## config.mk

```make
export PLATFORM = sky130hd
export DESIGN_NAME = cwp_front_flat
export DESIGN_NICKNAME = d
export VERILOG_FILES = /design/src/hdl/cwp_pkg.sv /design/src/hdl/cwp_if.sv /design/src/hdl/cwp_front.sv /design/src/flat_wrapper.sv
export SDC_FILE = /design/constraint.sdc
export NUM_CORES = 1
export LEC_CHECK = 0
export ABC_CLOCK_PERIOD_IN_PS = 2500
export BUFFER_PORTS_ARGS = -buffer_cell sky130_fd_sc_hd__buf_4
export CAP_MARGIN = 10
export CORE_AREA = 4 4 106 68
export CTS_CLUSTER_DIAMETER = 200
export CTS_CLUSTER_SIZE = 10
export DETAILED_ROUTE_END_ITERATION = 12
export DIE_AREA = 0 0 110 72
export PLACE_DENSITY = 0.74
export SYNTH_ARGS = -nofsm -noshare
export SYNTH_HDL_FRONTEND = slang
export SYNTH_SLANG_ARGS = --single-unit
```

## constraint.sdc

```tcl
create_clock -name clk -period 2.5 [get_ports clk]
set_input_delay 0.5 -clock clk [delete_from_list [all_inputs] [get_ports clk]]
set_output_delay 0.5 -clock clk [all_outputs]
set_load 0.02 [all_outputs]
```

## src/hdl/cwp_pkg.sv

```systemverilog
package cwp_pkg;

  // Command opcodes found in the top byte of a command word.
  localparam logic [7:0] OP_FLAT_QUAD   = 8'h28;
  localparam logic [7:0] OP_TEX_QUAD    = 8'h2c;
  localparam logic [7:0] OP_SHADED_TRI  = 8'h30;
  localparam logic [7:0] OP_SHADED_QUAD = 8'h38;
  localparam logic [7:0] OP_HOST_TO_MEM = 8'ha0;
  localparam logic [7:0] OP_MEM_TO_HOST = 8'hc0;
  localparam logic [7:0] OP_DRAW_OFFSET = 8'he5;

  // Action codes on the input channel.
  localparam logic [1:0] ACT_WORD     = 2'd0;
  localparam logic [1:0] ACT_PULL     = 2'd1;
  localparam logic [1:0] ACT_STATUS   = 2'd2;
  localparam logic [1:0] ACT_RESERVED = 2'd3;

  // Result kinds.
  localparam logic [1:0] KIND_VERTEX = 2'd0;
  localparam logic [1:0] KIND_WORD   = 2'd1;
  localparam logic [1:0] KIND_OFFSET = 2'd2;

  localparam logic [31:0] STATUS_WORD = 32'h1c00_0000;

  // Class of an accepted item, as decided by the front end.
  typedef enum logic [1:0] {
    CLS_WORD,
    CLS_PULL,
    CLS_STATUS
  } cls_t;

  typedef struct packed {
    cls_t        cls;
    logic [31:0] data;
  } q_item_t;

  typedef struct packed {
    logic [15:0] x;
    logic [15:0] y;
    logic [7:0]  r;
    logic [7:0]  g;
    logic [7:0]  b;
    logic [7:0]  u;
    logic [7:0]  v;
  } vertex_t;

  typedef struct packed {
    logic [1:0]  kind;
    logic [31:0] word;
    logic [15:0] pos_x;
    logic [15:0] pos_y;
    logic [7:0]  red;
    logic [7:0]  green;
    logic [7:0]  blue;
    logic [7:0]  tex_u;
    logic [7:0]  tex_v;
    logic [15:0] palette_index;
    logic [15:0] page_index;
    logic        last;
  } res_t;

endpackage

```

## src/hdl/cwp_if.sv

```systemverilog
// Input channel: action and data words.
interface cwp_in_if;
  logic        valid;
  logic        ready;
  logic [1:0]  action;
  logic [31:0] data;

  modport source (output valid, action, data, input ready);
  modport sink (input valid, action, data, output ready);
endinterface


```

## src/hdl/cwp_front.sv

```systemverilog
module cwp_front
  import cwp_pkg::*;
(
  input  logic       clk,
  input  logic       rst_n,
  cwp_in_if.sink     in_ch,
  output logic       q_valid,
  output q_item_t    q_item,
  input  logic       q_pop
);

  q_item_t    q_r [2];
  logic       wr_ptr_r;
  logic       rd_ptr_r;
  logic [1:0] cnt_r;
  logic       push;
  cls_t       cls;

  // Classify the incoming action; unused action codes are dropped.
  always_comb begin
    unique case (in_ch.action)
      ACT_PULL:   cls = CLS_PULL;
      ACT_STATUS: cls = CLS_STATUS;
      default:    cls = CLS_WORD;
    endcase
  end

  assign in_ch.ready = (cnt_r != 2'd2);
  assign push    = in_ch.valid && in_ch.ready && (in_ch.action != ACT_RESERVED);
  assign q_valid = (cnt_r != 2'd0);
  assign q_item  = q_r[rd_ptr_r];

  // Two-entry queue toward the back end.
  always_ff @(posedge clk) begin
    if (!rst_n) begin
      wr_ptr_r <= 1'b0;
      rd_ptr_r <= 1'b0;
      cnt_r    <= 2'd0;
    end else begin
      if (push) begin
        q_r[wr_ptr_r].cls  <= cls;
        q_r[wr_ptr_r].data <= in_ch.data;
        wr_ptr_r <= ~wr_ptr_r;
      end
      if (q_pop) begin
        rd_ptr_r <= ~rd_ptr_r;
      end
      cnt_r <= cnt_r + {1'b0, push} - {1'b0, q_pop};
    end
  end

endmodule

```

## src/flat_wrapper.sv

```systemverilog
// flat-port wrapper written by rule: the top's interface ports become plain ports
module cwp_front_flat import cwp_pkg::*;
  (clk, rst_n, q_valid, q_item, q_pop, in_ch_valid, in_ch_action, in_ch_data, in_ch_ready);
  cwp_in_if in_ch_i ();
  input  logic clk;
  input  logic rst_n;
  output logic q_valid;
  output q_item_t q_item;
  input  logic q_pop;
  input wire logic [$bits(in_ch_i.valid)-1:0] in_ch_valid;
  input wire logic [$bits(in_ch_i.action)-1:0] in_ch_action;
  input wire logic [$bits(in_ch_i.data)-1:0] in_ch_data;
  output wire logic [$bits(in_ch_i.ready)-1:0] in_ch_ready;
  assign in_ch_i.valid = in_ch_valid;
  assign in_ch_i.action = in_ch_action;
  assign in_ch_i.data = in_ch_data;
  assign in_ch_ready = in_ch_i.ready;
  cwp_front u_core (.clk(clk), .rst_n(rst_n), .in_ch(in_ch_i), .q_valid(q_valid), .q_item(q_item), .q_pop(q_pop));
endmodule
```

==> results of run 1 <==
==> cells in the final DEF, fill, tap and decap left out, types with 2 or more instances in the layout <==
cell / count
mux2_2: 4
and2_1: 4
inv_1: 2
edfxtp_1: 68
clkinv_1: 2
mux2_4: 30
clkbuf_8: 9
clkinv_2: 2
buf_4: 76
bufinv_16: 2
nand2_1: 2
xnor2_1: 2
dfxtp_1: 4
ha_1: 2
nor2b_1: 2
==> stage by stage <==
stage	instances	total power, mW	util
floorplan	133	1.84	-
global placement	293	2.04	0.551
detailed placement	293	2.05	0.551
CTS	309	3.01	0.584
global route	309	3.10	0.584
finish	309	2.97	0.584
==> where the power goes <==
part	internal (mW)	switching, mW
Clock	0.551	0.405
Sequential	1.43	0.0341
Combinational	0.284	0.264
==> critical path: cells and delay by family, from the launching register on <==
family	cells	cell delay [ns]
buf+inv	2	0.52
mux	1	0.35
flops	1	0.36
==> final cells by class <==
| cell class | instances | area [um2] | area share |
|---|---|---|---|
| Clock inverter | 7 | 85.1 | 0.0229 |
| Multi-Input combinational cell | 54 | 654 | 0.176 |
| Clock buffer | 9 | 124 | 0.0334 |
| Inverter | 2 | 7.51 | 0.00202 |
| Sequential cell | 73 | 2140 | 0.577 |
| Timing Repair Buffer | 77 | 591 | 0.159 |
| Tap cell | 87 | 109 | 0.0293 |
==> metal layers <==
metal,routed length (um),part of all wire
met1,2280,0.46
met2,2130,0.43
met3,510,0.10
met4,31,0.0063
met5,0,0
==> worst min-delay path by stage <==
stage	start	slack, ns	cells after the start	to
after floorplan	u_core.wr_ptr_r	0.48	2	u_core.wr_ptr_r
after global placement	u_core.wr_ptr_r	0.53	2	u_core.wr_ptr_r
after detailed placement	u_core.wr_ptr_r	0.54	2	u_core.wr_ptr_r
after CTS	in_ch_data[18]	0.32	1	u_core.q_r[0][18]
after global routing	in_ch_data[0]	0.32	1	u_core.q_r[0][0]
final	in_ch_data[21]	0.35	1	u_core.q_r[1][21]
==> sequential cells by signal (all words and copies together) (netlist names), named ones only <==
| register | count |
|---|---|
| u_core.q_r | 68 |
| u_core.rd_ptr_r | 1 |
| u_core.cnt_r | 2 |
| u_core.wr_ptr_r | 1 |
==> Yosys cell counts, drive strengths merged <==
cell type,count
nor2b,2
and2,4
or2,1
xor2,1
nand4,1
mux2,34
edfxtp,68
buf,4
and3,2
nor2,1
xnor2,2
ha,2
inv,2
dfxtp,5
o22ai,1
nand2b,1
nand2,2
==> logic make-up (layout without fill, tap and decap cells) <==
family,after synthesis,count (layout),synth area share
mux,34,34,0.173
simple gates,14,14,0.0323
fa+ha+maj,2,2,0.00873
xor+xnor,3,3,0.00917
flops,73,73,0.747
compound gates,1,1,0.00218
buf+inv,6,95,0.0275
==> metrics.txt, run 1 <==
highest ir drop seen on vdd 0.000477 V; Slew @ Worst Pin 0.468 ns; CTS tree done; global-route met2 utilization 0.182; die area 7920 um2; Synth Cell Area ~2900 um2; drt pass-1 iters 4; CTS clock-pin slew for the worst setup and hold paths 0.08 ns; M3 GR Usage 0.0667; setup slack, reg-to-reg 0.88 ns; CP peak stage delay approximately 0.36 ns; CTS resizes 0; hpwl dp 3.40 mm; core outline area 6360 um2; Fin. Hold Viols 0; critical path, cell by cell buf_4, mux2_4, buf_4; Place WS roughly 0.65 ns; Area contributors post-synth edfxtp_1 (71%), mux2_4 (16%), dfxtp_1 (3.5%), buf_12 (2.1%), mux2_2 (1.6%); Routed wire per std cell roughly 16 um; arrival time worst endpoint 1.57 ns; R2R Path End u_core.q_r[1][3]; CP max FO 20; Area after DPL 3500 um2; Overflow after GRT 0; Die W 110 um; Leak 1.46 nW; num ports 74; Antenna Nets Post-Route 0; gr usage total 0.131; Cell variety after synth 20; post-CTS setup buffer count 0; via count 1436; status complete, no violations; CTS Hold Buffers Added 0; unrepaired setup endpoints after global routing false; Mapped Nets 173; CTS H-tree depth 3; crit path launch type flop; Worst-Skew Late Latency 0.33 ns; Setup Viol. Count Final 0; Warnings, synthesis 0; # clock sinks 73; fin crit share 0.829; setup TNS 0 ns; Die Ht just over 70 um; Slew Limit Fails 0; Antenna Cells 0; Initial Util 0.451; vias per inst 4.65; count of buffers from port buffering 73; Worst setup endpoint q_item[10]; sequential area share after synthesis 0.747; Remaining DRCs 0; first-pass GRT wire length between 7 and 8 mm; area leader, netlist edfxtp_1; largest net degree at the start of global routing 35; worst rel slew slack 0.688; Max-Cap Viols 0; Tmin final 2.07 ns; Pwr Density 799 nW/um2; FF-to-FF path depth 4; busiest grt layer met2; Syn Area/Cell 21.6 um2; Hold Crit Class in2reg; Worst Skew 0.0111 ns; PnR worst setup slack 0.428 ns; design area 3710 um2; share of post-route cells with drive strength above 1 0.590; Syn Inst Count 133; fmax 483 MHz; CTS Root Cell clkbuf_8; CTS Buffer Depth 2; M1 GR Usage 0.174; Synth top area share 0.712; initial antenna violation count 0; CP Capture Type output pin; Syn-to-layout area delta 29.6%; Worst Setup Path Type reg2out; initial drt markers 68; Critical R2R Launch u_core.cnt_r[0]; flops & latches, synth 73; Routability Congestion 0.693; drt total wl 4.95 mm; vias in the first global route between 1000 and 1500; Worst path most repeated cell buf_4; final hold slack 0.346 ns; worst path required time around 2.0 ns; cell at the slowest stage of the critical path dfxtp_2; fin nets 257; filler cell count 491; Rows 23; number of CTS-inserted buffers 9
Power figures use the tool's default switching activity.
==> run 2: changes to the inputs <==
--- a/config.mk
+++ b/config.mk
@@ -5,15 +5,15 @@
 export SDC_FILE = /design/constraint.sdc
 export NUM_CORES = 1
 export LEC_CHECK = 0
-export ABC_CLOCK_PERIOD_IN_PS = 2500
+export ABC_CLOCK_PERIOD_IN_PS = 2140
 export BUFFER_PORTS_ARGS = -buffer_cell sky130_fd_sc_hd__buf_4
 export CAP_MARGIN = 10
-export CORE_AREA = 4 4 106 68
+export CORE_AREA = 4 4 103 66
 export CTS_CLUSTER_DIAMETER = 200
 export CTS_CLUSTER_SIZE = 10
 export DETAILED_ROUTE_END_ITERATION = 12
-export DIE_AREA = 0 0 110 72
-export PLACE_DENSITY = 0.74
+export DIE_AREA = 0 0 107 70
+export PLACE_DENSITY = 0.75
 export SYNTH_ARGS = -nofsm -noshare
 export SYNTH_HDL_FRONTEND = slang
 export SYNTH_SLANG_ARGS = --single-unit
==> constraint.sdc (replaced) <==
create_clock -name clk -period 2.14 [get_ports clk]
set_input_delay 0.428 -clock clk [delete_from_list [all_inputs] [get_ports clk]]
set_output_delay 0.428 -clock clk [all_outputs]
set_load 0.02 [all_outputs]
==> metrics.txt, run 2 (synthesis gave the netlist of run 1 again) <==
status complete, no violations; gr usage total 0.135; drt total wl 4.75 mm; Worst Setup Path Type reg2out; CP peak stage delay 0.35 ns; Die W 107 um; CTS H-tree depth 3; worst rel slew slack 0.785; Place WS 0.406 ns; vias in the first global route 1481; FF-to-FF path depth 4; Remaining DRCs 0; hold path start in_ch_data[8]; share of post-route cells with drive strength above 1 0.599; CTS Hold Buffers Added 0; Tmin final 1.87 ns; Max-Cap Viols 0; CTS tree done; Leak 1.46 nW; drt pass-1 iters 4; core outline area just under 6000 um2; Antenna Nets Post-Route 0; arrival time worst endpoint 1.44 ns; setup slack, reg-to-reg ~0.56 ns; fin crit share 0.872; # clock sinks 73; Routability Congestion 0.751; Worst-Skew Late Latency ~0.34 ns; CTS clock-pin slew for the worst setup and hold paths 0.08 ns; Critical R2R Launch u_core.cnt_r[0]; worst min-delay path endpoint u_core.q_r[0][8]; Fin. Hold Viols 0; CTS Buffer Depth 2; count of buffers from port buffering 73; fmax 536 MHz; Antenna Cells 0; CTS Root Cell clkbuf_8; highest ir drop seen on vdd ~0.00062 V; via count 1410; utilization after layout 0.633; worst path required time 1.71 ns; cell at the slowest stage of the critical path dfxtp_2; Worst path most repeated cell buf_4; Hold Crit Class in2reg; number of CTS-inserted buffers 9; commonest non-fill, non-tap cell in the layout buf_4; most frequent cells in the layout buf_4 (74), edfxtp_1 (68), mux2_4 (30); CP Capture Type output pin; initial antenna violation count 0; unrepaired setup endpoints after global routing false; largest net degree at the start of global routing 27; Die Ht roughly 70 um; die area around 7500 um2; Overflow after GRT 0; CP Buf/Inv Count 2; setup TNS 0 ns; Routed wire per std cell 15.5 um; PnR worst setup slack 0.274 ns; Worst Skew 0.00744 ns; Slew @ Worst Pin 0.322 ns; num ports 74; critical path, cell by cell buf_4, mux2_4, buf_4; R2R Path End u_core.q_r[1][22]; first-pass GRT wire length 7.49 mm; Rows 22; post-CTS setup buffer count 0; Pwr Density 915 nW/um2; crit path launch type flop; biggest regs u_core.q_r: 68 flops, u_core.cnt_r: 2 flops; top cell family by delay on the critical path buffers and inverters; fin nets 257; initial drt markers 74; Initial Util 0.487; max reg flops 68; Syn-to-layout area delta 30.1%; most flop-heavy register u_core.q_r; vias per inst 4.61; CTS resizes 0; hold path cells 1; CP max FO 11; Slew Limit Fails 0; Setup Viol. Count Final 0
[run 2: final cells by class]
type                       instances  area (um2)
clock buffer                       9         124
clock inverter                     7        78.8
fill                             435        2160
inverter                           2        7.51
multi-input combinational         54         654
sequential                        73        2140
tap                               84         105
timing repair buffer              77         616
[run 2: worst max path at each step]
| stage | endpoint | slack [ns] | cells after the start |
|---|---|---|---|
| after floorplan | u_core.q_r[1][0] | 0.18 | 3 |
| after global placement | u_core.q_r[1][1] | 0.42 | 5 |
| after detailed placement | u_core.q_r[1][1] | 0.41 | 5 |
| after CTS | q_item[27] | 0.25 | 3 |
| after global routing | q_item[27] | 0.20 | 3 |
| final | q_item[27] | 0.27 | 3 |
[run 2: per-layer routing]
metal / up-vias / GRT usage / share of wire
met5: - / 0 / 0
met4: 0 / 0.0468 / 0.011
met3: 5 / 0.0702 / 0.087
met2: 54 / 0.195 / 0.45
met1: 671 / 0.173 / 0.45
li1: 680 / - / -
[run 2: report_power, final]
group	leakage [nW]	internal (mW)	total, mW	switching [mW]
Combinational	0.696	0.338	0.646	0.308
Clock	0.104	0.547	1.05	0.508
Sequential	0.662	1.67	1.71	0.0389
[run 2: metrics by stage]
| stage | hold slack, ns | instance area (um2) | std cells | total power, mW |
|---|---|---|---|---|
| 2_1_floorplan | 0.479 | 2870 | 133 | 2.15 |
| 3_5_place_dp | 0.524 | 3530 | 290 | 2.40 |
| 3_3_place_gp | 0.517 | 3530 | 290 | 2.39 |
| 6_report | 0.263 | 3730 | 306 | 3.41 |
| 5_1_grt | 0.238 | 3730 | 306 | 3.58 |
| 4_1_cts | 0.241 | 3730 | 306 | 3.46 |
